`config.mk`:
```
export PLATFORM = sky130hd
export DESIGN_NAME = caliper_extremum_edge_finder_unit
export DESIGN_NICKNAME = d
export VERILOG_FILES = /design/src/hdl/cefu_pkg.sv /design/src/hdl/caliper_extremum_edge_finder_unit.sv /design/src/hdl/cefu_fifo.sv /design/src/hdl/cefu_front.sv /design/src/hdl/cefu_div.sv /design/src/hdl/cefu_back.sv
export SDC_FILE = /design/constraint.sdc
export NUM_CORES = 2
export LEC_CHECK = 0
export BUFFER_PORTS_ARGS = -buffer_cell sky130_fd_sc_hd__buf_2
export CAP_MARGIN = 0
export CORE_ASPECT_RATIO = 2
export CORE_MARGIN = 8
export CORE_UTILIZATION = 35
export CTS_BUF_LIST = sky130_fd_sc_hd__clkbuf_8
export DETAILED_ROUTE_END_ITERATION = 8
export GPL_TIMING_DRIVEN = 1
export PLACE_DENSITY = 0.52
export SETUP_SLACK_MARGIN = 0.5
export SLEW_MARGIN = 10
export SYNTH_ARGS = -nofsm -noshare
export SYNTH_HDL_FRONTEND = slang
export SYNTH_SLANG_ARGS = --single-unit
```
`constraint.sdc`:
```
create_clock -name clock -period 13.04 [get_ports clock]
set_input_delay 0.652 -clock clock [delete_from_list [all_inputs] [get_ports clock]]
set_output_delay 0.652 -clock clock [all_outputs]
set_load 0.01 [all_outputs]
```
`src/hdl/cefu_pkg.sv`:
```
package cefu_pkg;

   localparam int SAMPLE_BITS_DEF = 16;
   localparam int MAX_SAMPLES     = 4096;
   localparam int INDEX_BITS      = 13;
   localparam int LEN_BITS        = 13;
   localparam int THR_BITS        = 15;
   localparam int POS_BITS        = 32;
   localparam int STRENGTH_BITS   = 16;
   localparam int FRAC_BITS       = 16;
   localparam int DIV_NUM_BITS    = 64;
   localparam int CSR_INDEX_BITS  = 3;
   localparam int CSR_DATA_BITS   = 32;
   localparam int RSP_DATA_BITS   = STRENGTH_BITS + POS_BITS;
   localparam int QUEUE_DEPTH     = 4;
   // job word: p, d, index, strength, falling
   localparam int JOB_FIXED_BITS  = 3 + INDEX_BITS + STRENGTH_BITS + 1;

   localparam logic [1:0] PM_BOTH      = 2'd0;
   localparam logic [1:0] PM_RISE_ONLY = 2'd1;
   localparam logic [1:0] PM_FALL_ONLY = 2'd2;
   localparam logic SCAN_REVERSE = 1'b1;
   localparam logic KIND_RISE    = 1'b0;
   localparam logic KIND_FALL    = 1'b1;

   typedef enum logic [CSR_INDEX_BITS-1:0] {
      CSR_THRESHOLD,
      CSR_POLARITY,
      CSR_BACKWARD,
      CSR_LENGTH,
      CSR_RANGE_START,
      CSR_RANGE_END
   } csr_index_type;

   typedef struct packed {
      logic [THR_BITS-1:0]        threshold;
      logic [1:0]                 polarity;
      logic                       backward;
      logic [LEN_BITS-1:0]        length;
      logic signed [POS_BITS-1:0] range_start;
      logic signed [POS_BITS-1:0] range_end;
   } cfg_type;

   typedef enum logic [3:0] {
      BK_IDLE,
      BK_FRAC_GO,
      BK_FRAC_WAIT,
      BK_MUL_LO,
      BK_MUL_HI,
      BK_MUL_SUM,
      BK_QUO_GO,
      BK_QUO_WAIT,
      BK_FINISH
   } back_state_type;

endpackage

```
`src/hdl/caliper_extremum_edge_finder_unit.sv`:
```
// Caliper edge finder: takes a derivative profile one request per cycle and reports each
// rising edge (local maximum above the threshold) and falling edge (local minimum below
// minus the threshold) with its strength and a subsample Q16.16 position mapped into the
// configured range. The front end classifies each sample combinationally and accepts one
// request per clock whenever its four-entry edge queue has room. Each edge then takes two
// passes of the shared bit-serial divider in the back end (subsample shift, then scaling
// by the profile length) plus a split multiply and rounding. Edges that arrive faster than
// the back end finishes them fill the queue and drop req_tready until it drains. The user
// must write configuration through the csr port while no request is in flight; the block
// does not enforce this. Reset needs no clearing pass.
module caliper_extremum_edge_finder_unit #(
   parameter int SAMPLE_BITS = cefu_pkg::SAMPLE_BITS_DEF
) (
   input  logic                                   clock,
   input  logic                                   reset,
   input  logic                                   req_tvalid,
   output logic                                   req_tready,
   input  logic [((SAMPLE_BITS+7)/8)*8-1:0]       req_tdata,  // sample
   input  logic                                   req_tuser,  // profile_start
   output logic                                   rsp_tvalid,
   input  logic                                   rsp_tready,
   output logic [cefu_pkg::RSP_DATA_BITS-1:0]     rsp_tdata,  // edge_strength, edge_position
   output logic                                   rsp_tuser,  // edge_falling
   input  logic                                   csr_we,
   input  logic [cefu_pkg::CSR_INDEX_BITS-1:0]    csr_index,
   input  logic [cefu_pkg::CSR_DATA_BITS-1:0]     csr_wdata
);
   import cefu_pkg::*;

   localparam int JOB_BITS = 2 * SAMPLE_BITS + JOB_FIXED_BITS;

   logic [THR_BITS-1:0]        thr_ff, thr_in;
   logic [1:0]                 pol_ff, pol_in;
   logic                       bwd_ff, bwd_in;
   logic [LEN_BITS-1:0]        len_ff, len_in;
   logic signed [POS_BITS-1:0] rstart_ff, rstart_in, rend_ff, rend_in;

   cfg_type                  cfg;
   logic [LEN_BITS-1:0]      len_eff;
   logic                     q_full, q_empty, q_push, q_pop;
   logic [JOB_BITS-1:0]      q_wdata, q_rdata;
   logic [STRENGTH_BITS-1:0] rsp_strength;
   logic [POS_BITS-1:0]      rsp_position;

   always_comb begin
      thr_in    = thr_ff;
      pol_in    = pol_ff;
      bwd_in    = bwd_ff;
      len_in    = len_ff;
      rstart_in = rstart_ff;
      rend_in   = rend_ff;
      if (csr_we) begin
         case (csr_index_type'(csr_index))
            CSR_THRESHOLD:   thr_in    = csr_wdata[THR_BITS-1:0];
            CSR_POLARITY:    pol_in    = csr_wdata[1:0];
            CSR_BACKWARD:    bwd_in    = csr_wdata[0];
            CSR_LENGTH:      len_in    = csr_wdata[LEN_BITS-1:0];
            CSR_RANGE_START: rstart_in = $signed(csr_wdata[POS_BITS-1:0]);
            CSR_RANGE_END:   rend_in   = $signed(csr_wdata[POS_BITS-1:0]);
            default:         ;
         endcase
      end
   end

   always_ff @(posedge clock) begin
      if (reset) begin
         thr_ff    <= '0;
         pol_ff    <= PM_BOTH;
         bwd_ff    <= 1'b0;
         len_ff    <= LEN_BITS'(MAX_SAMPLES);
         rstart_ff <= '0;
         rend_ff   <= POS_BITS'(1) << FRAC_BITS;
      end else begin
         thr_ff    <= thr_in;
         pol_ff    <= pol_in;
         bwd_ff    <= bwd_in;
         len_ff    <= len_in;
         rstart_ff <= rstart_in;
         rend_ff   <= rend_in;
      end
   end

   always_comb begin
      if (len_ff == '0) begin
         len_eff = LEN_BITS'(1);
      end else if (int'(len_ff) > MAX_SAMPLES) begin
         len_eff = LEN_BITS'(MAX_SAMPLES);
      end else begin
         len_eff = len_ff;
      end
      cfg.threshold   = thr_ff;
      cfg.polarity    = pol_ff;
      cfg.backward    = bwd_ff;
      cfg.length      = len_eff;
      cfg.range_start = rstart_ff;
      cfg.range_end   = rend_ff;
   end

   cefu_front #(.SAMPLE_BITS(SAMPLE_BITS)) u_front (
      .clock      (clock),
      .reset      (reset),
      .cfg        (cfg),
      .req_tvalid (req_tvalid),
      .req_tready (req_tready),
      .req_sample ($signed(req_tdata[SAMPLE_BITS-1:0])),
      .req_start  (req_tuser),
      .queue_full (q_full),
      .push       (q_push),
      .push_data  (q_wdata)
   );

   cefu_fifo #(.WIDTH(JOB_BITS), .DEPTH(QUEUE_DEPTH)) u_fifo (
      .clock     (clock),
      .reset     (reset),
      .push      (q_push),
      .push_data (q_wdata),
      .pop       (q_pop),
      .full      (q_full),
      .empty     (q_empty),
      .pop_data  (q_rdata)
   );

   cefu_back #(.SAMPLE_BITS(SAMPLE_BITS)) u_back (
      .clock        (clock),
      .reset        (reset),
      .cfg          (cfg),
      .job_valid    (!q_empty),
      .job_data     (q_rdata),
      .job_pop      (q_pop),
      .rsp_tvalid   (rsp_tvalid),
      .rsp_tready   (rsp_tready),
      .rsp_strength (rsp_strength),
      .rsp_position (rsp_position),
      .rsp_falling  (rsp_tuser)
   );

   assign rsp_tdata = {rsp_position, rsp_strength};

endmodule

```
`src/hdl/cefu_fifo.sv`:
```
module cefu_fifo #(
   parameter int WIDTH = 8,
   parameter int DEPTH = cefu_pkg::QUEUE_DEPTH
) (
   input  logic             clock,
   input  logic             reset,
   input  logic             push,
   input  logic [WIDTH-1:0] push_data,
   input  logic             pop,
   output logic             full,
   output logic             empty,
   output logic [WIDTH-1:0] pop_data
);
   localparam int PTR_BITS = (DEPTH > 1) ? $clog2(DEPTH) : 1;
   localparam int CNT_BITS = $clog2(DEPTH + 1);

   logic [WIDTH-1:0]    mem_ff [DEPTH];
   logic [PTR_BITS-1:0] wr_ptr_ff, wr_ptr_in;
   logic [PTR_BITS-1:0] rd_ptr_ff, rd_ptr_in;
   logic [CNT_BITS-1:0] count_ff, count_in;

   assign full     = (count_ff == CNT_BITS'(DEPTH));
   assign empty    = (count_ff == '0);
   assign pop_data = mem_ff[rd_ptr_ff];

   always_comb begin
      wr_ptr_in = wr_ptr_ff;
      rd_ptr_in = rd_ptr_ff;
      count_in  = count_ff;
      if (push) begin
         wr_ptr_in = (wr_ptr_ff == PTR_BITS'(DEPTH - 1)) ? '0 : wr_ptr_ff + PTR_BITS'(1);
      end
      if (pop) begin
         rd_ptr_in = (rd_ptr_ff == PTR_BITS'(DEPTH - 1)) ? '0 : rd_ptr_ff + PTR_BITS'(1);
      end
      if (push && !pop) begin
         count_in = count_ff + CNT_BITS'(1);
      end else if (pop && !push) begin
         count_in = count_ff - CNT_BITS'(1);
      end
   end

   always_ff @(posedge clock) begin
      if (reset) begin
         wr_ptr_ff <= '0;
         rd_ptr_ff <= '0;
         count_ff  <= '0;
      end else begin
         wr_ptr_ff <= wr_ptr_in;
         rd_ptr_ff <= rd_ptr_in;
         count_ff  <= count_in;
      end
   end

   always_ff @(posedge clock) begin
      if (push) begin
         mem_ff[wr_ptr_ff] <= push_data;
      end
   end

endmodule

```
`src/hdl/cefu_front.sv`:
```
module cefu_front #(
   parameter int SAMPLE_BITS = cefu_pkg::SAMPLE_BITS_DEF
) (
   input  logic                          clock,
   input  logic                          reset,
   input  cefu_pkg::cfg_type             cfg,
   input  logic                          req_tvalid,
   output logic                          req_tready,
   input  logic signed [SAMPLE_BITS-1:0] req_sample,
   input  logic                          req_start,
   input  logic                          queue_full,
   output logic                          push,
   output logic [2*SAMPLE_BITS+cefu_pkg::JOB_FIXED_BITS-1:0] push_data
);
   import cefu_pkg::*;

   localparam int P_BITS   = SAMPLE_BITS + 1;
   localparam int D_BITS   = SAMPLE_BITS + 2;
   localparam int CMP_BITS = (SAMPLE_BITS > 16) ? SAMPLE_BITS : 16;
   localparam int ST_BITS  = (P_BITS > STRENGTH_BITS + 1) ? P_BITS : STRENGTH_BITS + 1;

   logic signed [SAMPLE_BITS-1:0] cur_ff, cur_in, prev_ff, prev_in;
   logic signed [INDEX_BITS-1:0]  idx_ff, idx_in;
   logic signed [1:0]             rise_ff, rise_in, drop_ff, drop_in;

   logic                          accept, lt, rise_edge, fall_edge;
   logic                          rising_ok, falling_ok;
   logic signed [SAMPLE_BITS-1:0] cur_eff, prev_eff;
   logic signed [1:0]             rise_eff, drop_eff;
   logic signed [CMP_BITS-1:0]    cur_ext, thr_pos, thr_neg;
   logic signed [P_BITS-1:0]      p_w, oth_w, mag_w;
   logic signed [D_BITS-1:0]      d_w;
   logic [ST_BITS-1:0]            mag_u;
   logic [STRENGTH_BITS-1:0]      strength_w;

   assign req_tready = !queue_full;
   assign accept     = req_tvalid && req_tready;

   always_comb begin
      cur_eff    = req_start ? '0 : cur_ff;
      prev_eff   = req_start ? '0 : prev_ff;
      rise_eff   = req_start ? 2'sb11 : rise_ff;
      drop_eff   = req_start ? 2'sb11 : drop_ff;
      rising_ok  = (cfg.polarity != PM_FALL_ONLY);
      falling_ok = (cfg.polarity != PM_RISE_ONLY);
      cur_ext    = CMP_BITS'(cur_eff);
      thr_pos    = $signed(CMP_BITS'(cfg.threshold));
      thr_neg    = -thr_pos;
      lt         = (req_sample < cur_eff);
      rise_edge  = lt && rising_ok && (rise_eff == 2'sd1) && (cur_ext > thr_pos);
      fall_edge  = !lt && falling_ok && (drop_eff == 2'sd1) && (cur_ext < thr_neg);

      if (lt) begin
         p_w   = P_BITS'(cur_eff) - P_BITS'(prev_eff);
         oth_w = P_BITS'(cur_eff) - P_BITS'(req_sample);
         mag_w = P_BITS'(cur_eff);
      end else begin
         p_w   = P_BITS'(prev_eff) - P_BITS'(cur_eff);
         oth_w = P_BITS'(req_sample) - P_BITS'(cur_eff);
         mag_w = -P_BITS'(cur_eff);
      end
      d_w        = D_BITS'(p_w) + D_BITS'(oth_w);
      mag_u      = ST_BITS'($unsigned(mag_w));
      strength_w = (mag_u > ST_BITS'({STRENGTH_BITS{1'b1}})) ? {STRENGTH_BITS{1'b1}}
                                                             : mag_u[STRENGTH_BITS-1:0];

      push      = accept && (rise_edge || fall_edge);
      push_data = {(fall_edge ? KIND_FALL : KIND_RISE), strength_w, idx_ff, d_w, p_w};

      if (lt) begin
         rise_in = 2'sd0;
         drop_in = (drop_eff < 2'sd1) ? drop_eff + 2'sd1 : drop_eff;
      end else begin
         rise_in = (rise_eff < 2'sd1) ? rise_eff + 2'sd1 : rise_eff;
         drop_in = 2'sd0;
      end

      if (req_start || (idx_ff == '1)) begin
         idx_in = (cfg.backward == SCAN_REVERSE) ? $signed(cfg.length - LEN_BITS'(1)) : '0;
      end else if (cfg.backward == SCAN_REVERSE) begin
         idx_in = idx_ff - INDEX_BITS'(1);
      end else begin
         idx_in = idx_ff + INDEX_BITS'(1);
      end
      prev_in = cur_eff;
      cur_in  = req_sample;
   end

   always_ff @(posedge clock) begin
      if (reset) begin
         cur_ff  <= '0;
         prev_ff <= '0;
         idx_ff  <= '1;
         rise_ff <= 2'sb11;
         drop_ff <= 2'sb11;
      end else if (accept) begin
         cur_ff  <= cur_in;
         prev_ff <= prev_in;
         idx_ff  <= idx_in;
         rise_ff <= rise_in;
         drop_ff <= drop_in;
      end
   end

endmodule

```
`src/hdl/cefu_div.sv`:
```
module cefu_div #(
   parameter int DEN_BITS = cefu_pkg::LEN_BITS
) (
   input  logic                               clock,
   input  logic                               reset,
   input  logic                               start,
   input  logic [cefu_pkg::DIV_NUM_BITS-1:0]  numer,
   input  logic [DEN_BITS-1:0]                denom,
   output logic                               done,
   output logic [cefu_pkg::DIV_NUM_BITS-1:0]  quotient
);
   import cefu_pkg::*;

   localparam int CNT_BITS = $clog2(DIV_NUM_BITS);

   logic                    busy_ff, busy_in, done_ff, done_in;
   logic [CNT_BITS-1:0]     count_ff, count_in;
   logic [DEN_BITS-1:0]     rem_ff, rem_in, den_ff, den_in;
   logic [DIV_NUM_BITS-1:0] quo_ff, quo_in;
   logic [DEN_BITS:0]       rem_sh, rem_diff;
   logic                    ge;

   assign done     = done_ff;
   assign quotient = quo_ff;

   always_comb begin
      rem_sh   = {rem_ff, quo_ff[DIV_NUM_BITS-1]};
      ge       = (rem_sh >= {1'b0, den_ff});
      rem_diff = rem_sh - {1'b0, den_ff};
      busy_in  = busy_ff;
      done_in  = 1'b0;
      count_in = count_ff;
      rem_in   = rem_ff;
      den_in   = den_ff;
      quo_in   = quo_ff;
      if (start) begin
         busy_in  = 1'b1;
         count_in = '0;
         rem_in   = '0;
         den_in   = denom;
         quo_in   = numer;
      end else if (busy_ff) begin
         quo_in   = {quo_ff[DIV_NUM_BITS-2:0], ge};
         rem_in   = ge ? rem_diff[DEN_BITS-1:0] : rem_sh[DEN_BITS-1:0];
         count_in = count_ff + CNT_BITS'(1);
         if (count_ff == CNT_BITS'(DIV_NUM_BITS - 1)) begin
            busy_in = 1'b0;
            done_in = 1'b1;
         end
      end
   end

   always_ff @(posedge clock) begin
      if (reset) begin
         busy_ff  <= 1'b0;
         done_ff  <= 1'b0;
         count_ff <= '0;
      end else begin
         busy_ff  <= busy_in;
         done_ff  <= done_in;
         count_ff <= count_in;
      end
   end

   always_ff @(posedge clock) begin
      rem_ff <= rem_in;
      den_ff <= den_in;
      quo_ff <= quo_in;
   end

endmodule

```
`src/hdl/cefu_back.sv`:
```
module cefu_back #(
   parameter int SAMPLE_BITS = cefu_pkg::SAMPLE_BITS_DEF
) (
   input  logic                                 clock,
   input  logic                                 reset,
   input  cefu_pkg::cfg_type                    cfg,
   input  logic                                 job_valid,
   input  logic [2*SAMPLE_BITS+cefu_pkg::JOB_FIXED_BITS-1:0] job_data,
   output logic                                 job_pop,
   output logic                                 rsp_tvalid,
   input  logic                                 rsp_tready,
   output logic [cefu_pkg::STRENGTH_BITS-1:0]   rsp_strength,
   output logic [cefu_pkg::POS_BITS-1:0]        rsp_position,
   output logic                                 rsp_falling
);
   import cefu_pkg::*;

   localparam int P_BITS       = SAMPLE_BITS + 1;
   localparam int D_BITS       = SAMPLE_BITS + 2;
   localparam int DEN_BITS     = (D_BITS > LEN_BITS) ? D_BITS : LEN_BITS;
   localparam int T_BITS       = INDEX_BITS + FRAC_BITS + 1;
   localparam int SPAN_BITS    = POS_BITS + 1;
   localparam int SPAN_LO_BITS = SPAN_BITS / 2;
   localparam int SPAN_HI_BITS = SPAN_BITS - SPAN_LO_BITS;
   localparam int PROD_BITS    = SPAN_HI_BITS + T_BITS;
   localparam int ACC_BITS     = DIV_NUM_BITS;
   localparam int R_BITS       = DIV_NUM_BITS + 2;
   localparam logic signed [R_BITS-1:0] POS_MAX =
      $signed({{(R_BITS-POS_BITS+1){1'b0}}, {(POS_BITS-1){1'b1}}});
   localparam logic signed [R_BITS-1:0] POS_MIN =
      $signed({{(R_BITS-POS_BITS+1){1'b1}}, {(POS_BITS-1){1'b0}}});
   localparam logic [DIV_NUM_BITS-1:0] FRAC_ONE = DIV_NUM_BITS'(1) << FRAC_BITS;

   back_state_type state_ff, state_in;

   logic div_start, div_sel_quo, load_frac, mul_lo, mul_hi, mul_sum, load_out, out_free;
   logic div_done;
   logic [DIV_NUM_BITS-1:0] div_numer, div_quotient;
   logic [DEN_BITS-1:0]     div_denom;

   logic signed [P_BITS-1:0]    p_ff, p_in;
   logic signed [D_BITS-1:0]    d_ff, d_in;
   logic signed [INDEX_BITS-1:0] idx_ff, idx_in;
   logic [STRENGTH_BITS-1:0]    st_ff, st_in;
   logic                        fall_ff, fall_in;
   logic                        span_neg_ff, span_neg_in;
   logic [SPAN_BITS-1:0]        span_mag_ff, span_mag_in;
   logic                        neg_ff, neg_in;
   logic [T_BITS-1:0]           t_mag_ff, t_mag_in;
   logic [PROD_BITS-1:0]        prod_ff, prod_in;
   logic [ACC_BITS-1:0]         acc_ff, acc_in;
   logic                        rsp_valid_ff, rsp_valid_in;
   logic [STRENGTH_BITS-1:0]    out_st_ff, out_st_in;
   logic [POS_BITS-1:0]         out_pos_ff, out_pos_in;
   logic                        out_fall_ff, out_fall_in;

   logic signed [SPAN_BITS-1:0] span_w;
   logic [SAMPLE_BITS-1:0]      p_u;
   logic                        d_pos;
   logic [FRAC_BITS:0]          frac_w;
   logic signed [T_BITS-1:0]    t_w;
   logic [SPAN_HI_BITS-1:0]     mul_a;
   logic [PROD_BITS-1:0]        prod_w;
   logic [ACC_BITS-1:0]         rnd_w;
   logic signed [R_BITS-1:0]    rs_w, qq_w, r_w;

   cefu_div #(.DEN_BITS(DEN_BITS)) u_div (
      .clock    (clock),
      .reset    (reset),
      .start    (div_start),
      .numer    (div_numer),
      .denom    (div_denom),
      .done     (div_done),
      .quotient (div_quotient)
   );

   assign out_free     = !rsp_valid_ff || rsp_tready;
   assign rsp_tvalid   = rsp_valid_ff;
   assign rsp_strength = out_st_ff;
   assign rsp_position = out_pos_ff;
   assign rsp_falling  = out_fall_ff;

   always_comb begin
      state_in = state_ff;
      case (state_ff)
         BK_IDLE:      if (job_valid) state_in = BK_FRAC_GO;
         BK_FRAC_GO:   state_in = BK_FRAC_WAIT;
         BK_FRAC_WAIT: if (div_done) state_in = BK_MUL_LO;
         BK_MUL_LO:    state_in = BK_MUL_HI;
         BK_MUL_HI:    state_in = BK_MUL_SUM;
         BK_MUL_SUM:   state_in = BK_QUO_GO;
         BK_QUO_GO:    state_in = BK_QUO_WAIT;
         BK_QUO_WAIT:  if (div_done) state_in = BK_FINISH;
         BK_FINISH:    if (out_free) state_in = BK_IDLE;
         default:      state_in = BK_IDLE;
      endcase
   end

   always_comb begin
      job_pop     = 1'b0;
      div_start   = 1'b0;
      div_sel_quo = 1'b0;
      load_frac   = 1'b0;
      mul_lo      = 1'b0;
      mul_hi      = 1'b0;
      mul_sum     = 1'b0;
      load_out    = 1'b0;
      case (state_ff)
         BK_IDLE:      job_pop = job_valid;
         BK_FRAC_GO:   div_start = 1'b1;
         BK_FRAC_WAIT: load_frac = div_done;
         BK_MUL_LO:    mul_lo = 1'b1;
         BK_MUL_HI:    mul_hi = 1'b1;
         BK_MUL_SUM:   mul_sum = 1'b1;
         BK_QUO_GO: begin
            div_start   = 1'b1;
            div_sel_quo = 1'b1;
         end
         BK_QUO_WAIT:  ;
         BK_FINISH:    load_out = out_free;
         default:      ;
      endcase
   end

   always_comb begin
      p_u       = p_ff[P_BITS-1] ? '0 : p_ff[SAMPLE_BITS-1:0];
      d_pos     = !d_ff[D_BITS-1] && (d_ff != '0);
      rnd_w     = acc_ff + ACC_BITS'({cfg.length, {(FRAC_BITS-1){1'b0}}});
      div_numer = div_sel_quo ? ACC_BITS'(rnd_w[ACC_BITS-1:FRAC_BITS])
                              : {{(DIV_NUM_BITS-SAMPLE_BITS-FRAC_BITS){1'b0}}, p_u,
                                 {FRAC_BITS{1'b0}}};
      div_denom = div_sel_quo ? DEN_BITS'(cfg.length) : DEN_BITS'(d_ff[D_BITS-2:0]);

      span_w = SPAN_BITS'(cfg.range_end) - SPAN_BITS'(cfg.range_start);
      if (!d_pos) begin
         frac_w = '0;
      end else if (div_quotient > FRAC_ONE) begin
         frac_w = FRAC_ONE[FRAC_BITS:0];
      end else begin
         frac_w = div_quotient[FRAC_BITS:0];
      end
      t_w = T_BITS'($signed({idx_ff, {FRAC_BITS{1'b0}}})) + $signed(T_BITS'(frac_w));

      mul_a  = mul_hi ? span_mag_ff[SPAN_BITS-1:SPAN_LO_BITS]
                      : SPAN_HI_BITS'(span_mag_ff[SPAN_LO_BITS-1:0]);
      prod_w = mul_a * t_mag_ff;

      rs_w = R_BITS'(cfg.range_start);
      qq_w = $signed(R_BITS'(div_quotient));
      r_w  = neg_ff ? rs_w - qq_w : rs_w + qq_w;

      p_in        = p_ff;
      d_in        = d_ff;
      idx_in      = idx_ff;
      st_in       = st_ff;
      fall_in     = fall_ff;
      span_neg_in = span_neg_ff;
      span_mag_in = span_mag_ff;
      neg_in      = neg_ff;
      t_mag_in    = t_mag_ff;
      prod_in     = prod_ff;
      acc_in      = acc_ff;
      out_st_in   = out_st_ff;
      out_pos_in  = out_pos_ff;
      out_fall_in = out_fall_ff;

      if (job_pop) begin
         p_in        = job_data[P_BITS-1:0];
         d_in        = job_data[P_BITS +: D_BITS];
         idx_in      = job_data[P_BITS+D_BITS +: INDEX_BITS];
         st_in       = job_data[P_BITS+D_BITS+INDEX_BITS +: STRENGTH_BITS];
         fall_in     = job_data[P_BITS+D_BITS+INDEX_BITS+STRENGTH_BITS];
         span_neg_in = span_w[SPAN_BITS-1];
         span_mag_in = span_w[SPAN_BITS-1] ? $unsigned(-span_w) : $unsigned(span_w);
      end
      if (load_frac) begin
         t_mag_in = t_w[T_BITS-1] ? $unsigned(-t_w) : $unsigned(t_w);
         neg_in   = span_neg_ff ^ t_w[T_BITS-1];
      end
      if (mul_lo || mul_hi) begin
         prod_in = prod_w;
      end
      if (mul_hi) begin
         acc_in = ACC_BITS'(prod_ff);
      end
      if (mul_sum) begin
         acc_in = acc_ff + ACC_BITS'({prod_ff, {SPAN_LO_BITS{1'b0}}});
      end
      if (load_out) begin
         out_st_in   = st_ff;
         out_fall_in = fall_ff;
         if (r_w > POS_MAX) begin
            out_pos_in = POS_MAX[POS_BITS-1:0];
         end else if (r_w < POS_MIN) begin
            out_pos_in = POS_MIN[POS_BITS-1:0];
         end else begin
            out_pos_in = r_w[POS_BITS-1:0];
         end
      end

      rsp_valid_in = rsp_valid_ff;
      if (load_out) begin
         rsp_valid_in = 1'b1;
      end else if (rsp_tready) begin
         rsp_valid_in = 1'b0;
      end
   end

   always_ff @(posedge clock) begin
      if (reset) begin
         state_ff     <= BK_IDLE;
         rsp_valid_ff <= 1'b0;
      end else begin
         state_ff     <= state_in;
         rsp_valid_ff <= rsp_valid_in;
      end
   end

   always_ff @(posedge clock) begin
      p_ff        <= p_in;
      d_ff        <= d_in;
      idx_ff      <= idx_in;
      st_ff       <= st_in;
      fall_ff     <= fall_in;
      span_neg_ff <= span_neg_in;
      span_mag_ff <= span_mag_in;
      neg_ff      <= neg_in;
      t_mag_ff    <= t_mag_in;
      prod_ff     <= prod_in;
      acc_ff      <= acc_in;
      out_st_ff   <= out_st_in;
      out_pos_ff  <= out_pos_in;
      out_fall_ff <= out_fall_in;
   end

endmodule

```
Yosys cells after proc, flatten, opt, wreduce, memory -nomap -nowiden:

Memory sizes are Yosys's and may differ from the RTL's. A register that Yosys moved wholly into a read port is not among the register bits.
Index checks and enable logic that the tools add are counted.

* memories: 1
* register bits after elaboration: 489
* word-level logic and storage cells: 200
* output and inout port bits: 51
* RAM bits: 260

* multiplexer cells: 58
* reduce and logical (&&, ||, !) cells: 41
* $add $sub $neg: 26
* order comparisons: 11
* bitwise operators: 2
* multipliers: 1
* eq/ne operators: 26

Memories
* u_fifo.mem_ff: depth 4, bits a word 65, read ports 1, clocked after Yosys merged registers in 1, wr ports 1, RTL line cefu_fifo.sv:17 `logic [WIDTH-1:0] mem_ff [DEPTH];`

Operators with widths (number)
* 64-bit two-way mux: 4
* 17-bit two-way mux: 6
* 13-bit two-way mux: 6
* 16-bit by 16-bit subtractor with 17-bit output: 4
* 32-bit by 65-bit adder with 66-bit output: 1
* 66-bit by 32-bit greater-than comparator with 1-bit output, second input constant: 1
* 66-bit by 32-bit < comparator with 1-bit output, second input constant: 1
* 66-bit two-way mux: 1
* 32-bit by 65-bit subtractor with 66-bit output: 1
* 64-bit by 28-bit adder with 64-bit output: 1
* 64-bit by 63-bit adder with 64-bit output: 1
* 64-bit by 17-bit greater-than comparator with 1-bit output, second input constant: 1
* 16-bit two-way mux: 4
* 32-bit two-way mux: 2
* 48-bit two-way mux: 1
* 17-bit by 30-bit multiplier with 47-bit output: 1
* 4-bit one-hot mux with 9 select lines: 1
* 33-bit negation: 1
* 32-bit by 32-bit subtractor with 33-bit output: 1
* 16-bit < comparator: 2
* 29-bit by 18-bit adder with 30-bit output: 1
* 30-bit negation: 1
* 29-bit two-way mux: 1
* 19-bit by 18-bit >= comparator with 1-bit output: 1
* other kinds (47): 120

Depth between registers and ports, before layout:

* depth after elaboration: 12
* gate-level depth with buffers: 33
* gate-level depth less buffers: 29

Modules after synthesis:

From an unflattened synthesis, not the netlist that was laid out.

* cell total of the unflattened synthesis: 6778
* area total of the unflattened synthesis: 65913.2 um2

Modules (own cells, without submodules)
* cefu_back: instances 1, cells each 4370, sequential area each 8358.0 um2, area each 38699.6 um2
* cefu_fifo: instances 1, cells each 383, sequential area each 7987.7 um2, area each 9864.5 um2
* cefu_front: instances 1, cells each 1135, sequential area each 980.9 um2, area each 8256.7 um2
* cefu_div: instances 1, cells each 452, sequential area each 2982.9 um2, area each 5534.1 um2
* caliper_extremum_edge_finder_unit: instances 1, cells each 438, sequential area each 1901.8 um2, area each 3558.4 um2

Worst setup path after synthesis:

No wires, ideal clock.

* kind: reg2reg
* start point: register u_back.state_ff[0]
* end point: register u_fifo.count_ff[2]
* cell stages (with the launch flop): 11
* library setup time: 70 ps
* arrival time: 10117 ps
* clock period less this slack: 10188 ps
* slack: 2852 ps
* path through: dfxtp_1 -> clkbuf_1 -> nor3_1 -> nor3b_1 -> inv_1 -> ha_1 -> inv_1 -> fa_1 -> xor2_1 -> or3_1 -> a21oi_1

* cells in the longest elaborated chain, start to end: 5
* elaborated cells on any way between the ends: 7
* those cells by class: mux (2); reduce/logical (5)

Ends and longest elaborated chain
* start, declared: RTL line cefu_back.sv:34 `back_state_type state_ff, state_in;`
* start signal, assigned: RTL line cefu_back.sv:214 `state_ff <= state_in;`
* 4-bit logical NOT (*): RTL line cefu_back.sv:108 `case (state_ff)`
* 1-bit two-way mux (*): RTL line cefu_back.sv:108
* via q_pop: RTL line caliper_extremum_edge_finder_unit.sv:40 `logic q_full, q_empty, q_push, q_pop;`
* 1-bit logical NOT: RTL line cefu_fifo.sv:36 `if (push && !pop) begin`
* 1-bit logical AND: RTL line cefu_fifo.sv:36
* 3-bit two-way mux or 2-bit nonzero test (tied branches)
* end signal, assigned: RTL line cefu_fifo.sv:51 `count_ff <= count_in;`
* end, declared: RTL line cefu_fifo.sv:20 `logic [CNT_BITS-1:0] count_ff, count_in;`

The timed path passes the listed nets; every way through them passes the cells marked *.
A chain may end at the register's enable or synchronous reset.

Final worst setup path:

* start point: register u_back.state_ff[2]
* end point: register u_back.prod_ff[38], data pin

* cells in the longest elaborated chain, start to end: 4

Ends and longest elaborated chain
* 4-bit by 3-bit == test with 1-bit output: RTL line cefu_back.sv:108
* 1-bit two-way mux: RTL line cefu_back.sv:108
* 17-bit two-way mux: RTL line cefu_back.sv:144 `mul_a = mul_hi ? span_mag_ff[SPAN_BITS-1:SPAN_LO_BITS]`
* 17-bit by 30-bit multiplier with 47-bit output: RTL line cefu_back.sv:146 `prod_w = mul_a * t_mag_ff;`
* via u_back.prod_w[38]: RTL line cefu_back.sv:63 `logic [PROD_BITS-1:0] prod_w;`
* end signal, assigned: RTL line cefu_back.sv:229 `prod_ff <= prod_in;`
* end, declared: RTL line cefu_back.sv:50 `logic [PROD_BITS-1:0] prod_ff, prod_in;`

The timed path passes the listed nets, and every way through them passes these cells.

==> results.sh <==
export IMPL_wl_per_cell_um=24.8
export IMPL_finalSetupViolations=0
export IMPL_holdPathEnd="u_front.cur_ff[7]$_SDFFE_PP0P_"
export IMPL_cap_violations=0
export IMPL_critical_path_arrival_ns=9.83
export IMPL_min_delay_start="req_tdata[7]"
export IMPL_grt_usage_pct=22.4
export IMPL_clock_latency_ns=0.87
export IMPL_via_per_inst=5.43
export IMPL_seqCellArea_um2=22100
export IMPL_cts_hold_buf=13
export IMPL_root_buffer="clkbuf_8"
export IMPL_place_hpwl_mm=181
export IMPL_final_util_pct=38.2
export IMPL_r2r_slack_ns=3.79
export IMPL_die_area_um2=198000
export IMPL_ys_ff_latch=798
export IMPL_ys_flop_type="edfxtp_1"
export IMPL_htreeDepth=3
export IMPL_ys_warn_count=0
export IMPL_portBuffers=107
export IMPL_fin_crit_sh_pct=70.9
export IMPL_finalClockSkew_ns=0.0865
export IMPL_final_nets=7665
export IMPL_cts_resized=0
export IMPL_dieWidth_um=319
export IMPL_syn_num_nets=7671
export IMPL_finalSetupTns_ns=0
export IMPL_antenna_found_initial=9
export IMPL_start_util_pct=35.2
export IMPL_rr_startpoint="u_back.state_ff[2]$_SDFFE_PP0P_"
export IMPL_startpoint_type="register"
export IMPL_synth_area_um2=64200
export IMPL_multi_input_area_um2=38000
export IMPL_drt_total_wl_mm=228
export IMPL_drc=0
export IMPL_period_needed_ns=9.25
export IMPL_cp_startpoint="u_back.state_ff[2]$_SDFFE_PP0P_"
export IMPL_clk_pin_slew_worst_paths_ns=0.07
export IMPL_drt_iter0_drc=2989
export IMPL_rsz0062_at_grt="false"
export IMPL_syn_area_per_cell_um2=9.50
export IMPL_grt_pass1_vias=52105
export IMPL_grt_overflow=0
export IMPL_clock_fmax_mhz=108
export IMPL_critical_path_class="register to register"
export IMPL_area_growth_pct=8.60
export IMPL_slew_headroom_pct=20.7
export IMPL_hold_depth=3
export IMPL_synth_edf_count=616
export IMPL_hold_violations=0
export IMPL_cts_buffer_depth=3
export IMPL_outcome="completed"
export IMPL_netlist_instances=6753
export IMPL_drv_slew=0
export IMPL_clock_sinks=798
export IMPL_r2r_end="u_back.prod_ff[38]$_DFFE_PP_"
export IMPL_cts_tree="built"
export IMPL_drive_gt1_share_pct=6.97
export IMPL_worstHoldPathType="input port to register"
export IMPL_gp_congestion=0.982
export IMPL_ff2ff_path_depth=25
export IMPL_postCtsSetupBuffers=0
export IMPL_worstPathRequired_ns=13.63
export IMPL_die_h_um=622
export IMPL_core_um2=182000
export IMPL_worst_path_max_fanout=38
export IMPL_synth_distinct_cells=85
export IMPL_endpoint_kind="register"
export IMPL_synth_seq_area_share_pct=34.5
export IMPL_worstMarginPinSlew_ns=1.16
export IMPL_cts_buffers=116
export IMPL_ant_nets=0
export IMPL_first_pass_iters=6
export IMPL_grt_pass1_wl_mm=333
export IMPL_synthArstFlopShare_pct=0
export IMPL_grt_max_degree=85
export IMPL_ioPinCount=108
export IMPL_fillCellCount=18265
export IMPL_rows=222
export IMPL_dr_total_vias=49995
area by class of cell:
class / instances / area share [%]
multi-input combinational: 4853 / 54.5
sequential: 798 / 31.8
inverter: 790 / 4.25
tap: 2352 / 4.22
clock buffer: 118 / 2.33
timing repair buffer: 188 / 1.70
clock inverter: 97 / 1.21
antenna: 3 / 0.0108
logic make-up after synthesis:
logic type      share of synthesized area (%)
simple gates                             15.2
compound gates                           13.1
buf+inv                                  6.47
fa+ha+maj                                21.8
flops                                    34.5
xor+xnor                                 5.73
mux                                      3.14
other cells                           0.00584
synthesized netlist by cell type, types with 16 or more instances:
library cell / number / area share [%]
a211oi_1: 47 / 0.55
a21boi_0: 20 / 0.23
a21o_1: 133 / 1.6
a21oi_1: 507 / 4.0
a221oi_1: 16 / 0.22
a31oi_1: 54 / 0.53
and2_1: 210 / 2.0
and3_1: 86 / 0.84
buf_1: 16 / 0.094
clkbuf_1: 281 / 1.6
dfxtp_1: 182 / 5.7
edfxtp_1: 616 / 29
fa_1: 431 / 13
ha_1: 430 / 8.4
inv_1: 789 / 4.6
mux2_2: 18 / 0.32
mux2i_1: 35 / 0.55
mux4_2: 65 / 2.3
nand2_1: 915 / 5.4
nand2b_1: 39 / 0.38
nand3_1: 87 / 0.68
nand4_1: 75 / 0.73
nor2_1: 361 / 2.1
nor2b_1: 46 / 0.45
nor3_1: 101 / 0.79
nor3b_1: 27 / 0.32
nor4_1: 36 / 0.35
o211ai_1: 29 / 0.34
o21a_1: 35 / 0.41
o21ai_0: 274 / 2.1
o21ai_1: 32 / 0.25
o21bai_1: 56 / 0.65
o31ai_1: 29 / 0.34
or3_1: 36 / 0.35
xnor2_1: 290 / 4.0
xor2_1: 130 / 1.8
critical path, stage by stage (launching register included):
cell and delay, ns:
dfxtp_1 0.57, nand2b_1 0.24, nor3_2 0.15, buf_4 0.47, mux2_2 0.82, nand2_1 0.19
fa_1 0.54, fa_1 0.52, fa_1 0.53, fa_1 0.54, fa_1 0.57, fa_1 0.63
inv_1 0.06, ha_1 0.35, a21o_1 0.18, a21o_1 0.17, a21o_1 0.19, a31oi_1 0.26
a31oi_1 0.17, o41a_1 0.39, a221o_1 0.34, a21oi_1 0.25, o21bai_1 0.14, a21oi_1 0.29
o21ai_0 0.15, xnor2_1 0.15
per-layer routing:
metal / GRT usage (%) / wire, um
met1: 20.3 / 71400
met2: 43.1 / 123000
met3: 2.01 / 7550
met4: 21.0 / 26000
met5: 0 / 9
stage by stage:
step	setup WS [ns]	cells	hold WS, ns	area, um2
floorplan	2.85	6753	0.400	64200
global placement	3.84	8968	0.402	67100
detailed placement	3.83	8968	0.406	67100
CTS	3.82	9196	0.00738	69700
global route	3.26	9197	0.0376	69700
finish	3.79	9199	0.0743	69700
placed cells by master (no fill, tap or decap), types with 29 or more instances in the layout:
cell type / count
a211oi_1: 47
a21o_1: 133
a21oi_1: 507
a31oi_1: 54
and2_1: 209
and3_1: 82
buf_2: 106
buf_4: 68
clkbuf_8: 118
dfxtp_1: 180
edfxtp_1: 616
fa_1: 431
ha_1: 430
inv_1: 813
mux2i_1: 35
mux4_2: 65
nand2_1: 913
nand2b_1: 38
nand3_1: 86
nand4_1: 75
nor2_1: 357
nor2b_1: 46
nor3_1: 100
nor4_1: 36
o211ai_1: 29
o21a_1: 35
o21ai_0: 274
o21ai_1: 32
o21bai_1: 56
or3_1: 36
xnor2_1: 290
xor2_1: 130
state kept, by name, indices dropped and copies added (netlist names), 16 cells and up:
| name | cells |
|---|---|
| u_front.prev_ff | 16 |
| u_back.d_ff | 18 |
| u_back.p_ff | 17 |
| u_back.u_div.quotient | 64 |
| u_back.u_div.rem_ff | 18 |
| u_front.cur_ff | 16 |
| u_back.prod_ff | 47 |
| u_back.span_mag_ff | 33 |
| u_back.rsp_position | 32 |
| rstart_ff | 32 |
| u_back.acc_ff | 49 |
| rend_ff | 32 |
| u_back.u_div.den_ff | 17 |
| u_back.st_ff | 16 |
| u_fifo.mem_ff | 260 |
| u_back.t_mag_ff | 30 |
| u_back.rsp_strength | 16 |
worst max path at each step:
stage / to / cells past startpoint / slack, ns
4_1_cts: u_back.prod_ff[38]$_DFFE_PP_ / 27 / 3.82
6_report: u_back.prod_ff[38]$_DFFE_PP_ / 25 / 3.79
5_1_grt: u_back.prod_ff[38]$_DFFE_PP_ / 27 / 3.26
2_1_floorplan: u_fifo.count_ff[2]$_SDFFE_PP0P_ / 10 / 2.85
3_5_place_dp: u_back.prod_ff[38]$_DFFE_PP_ / 27 / 3.83
3_3_place_gp: u_back.prod_ff[40]$_DFFE_PP_ / 27 / 3.84
Power is left out: the tool's default activity adds up to more than one toggle a clock period on the data nets, which glitch-free logic cannot reach.
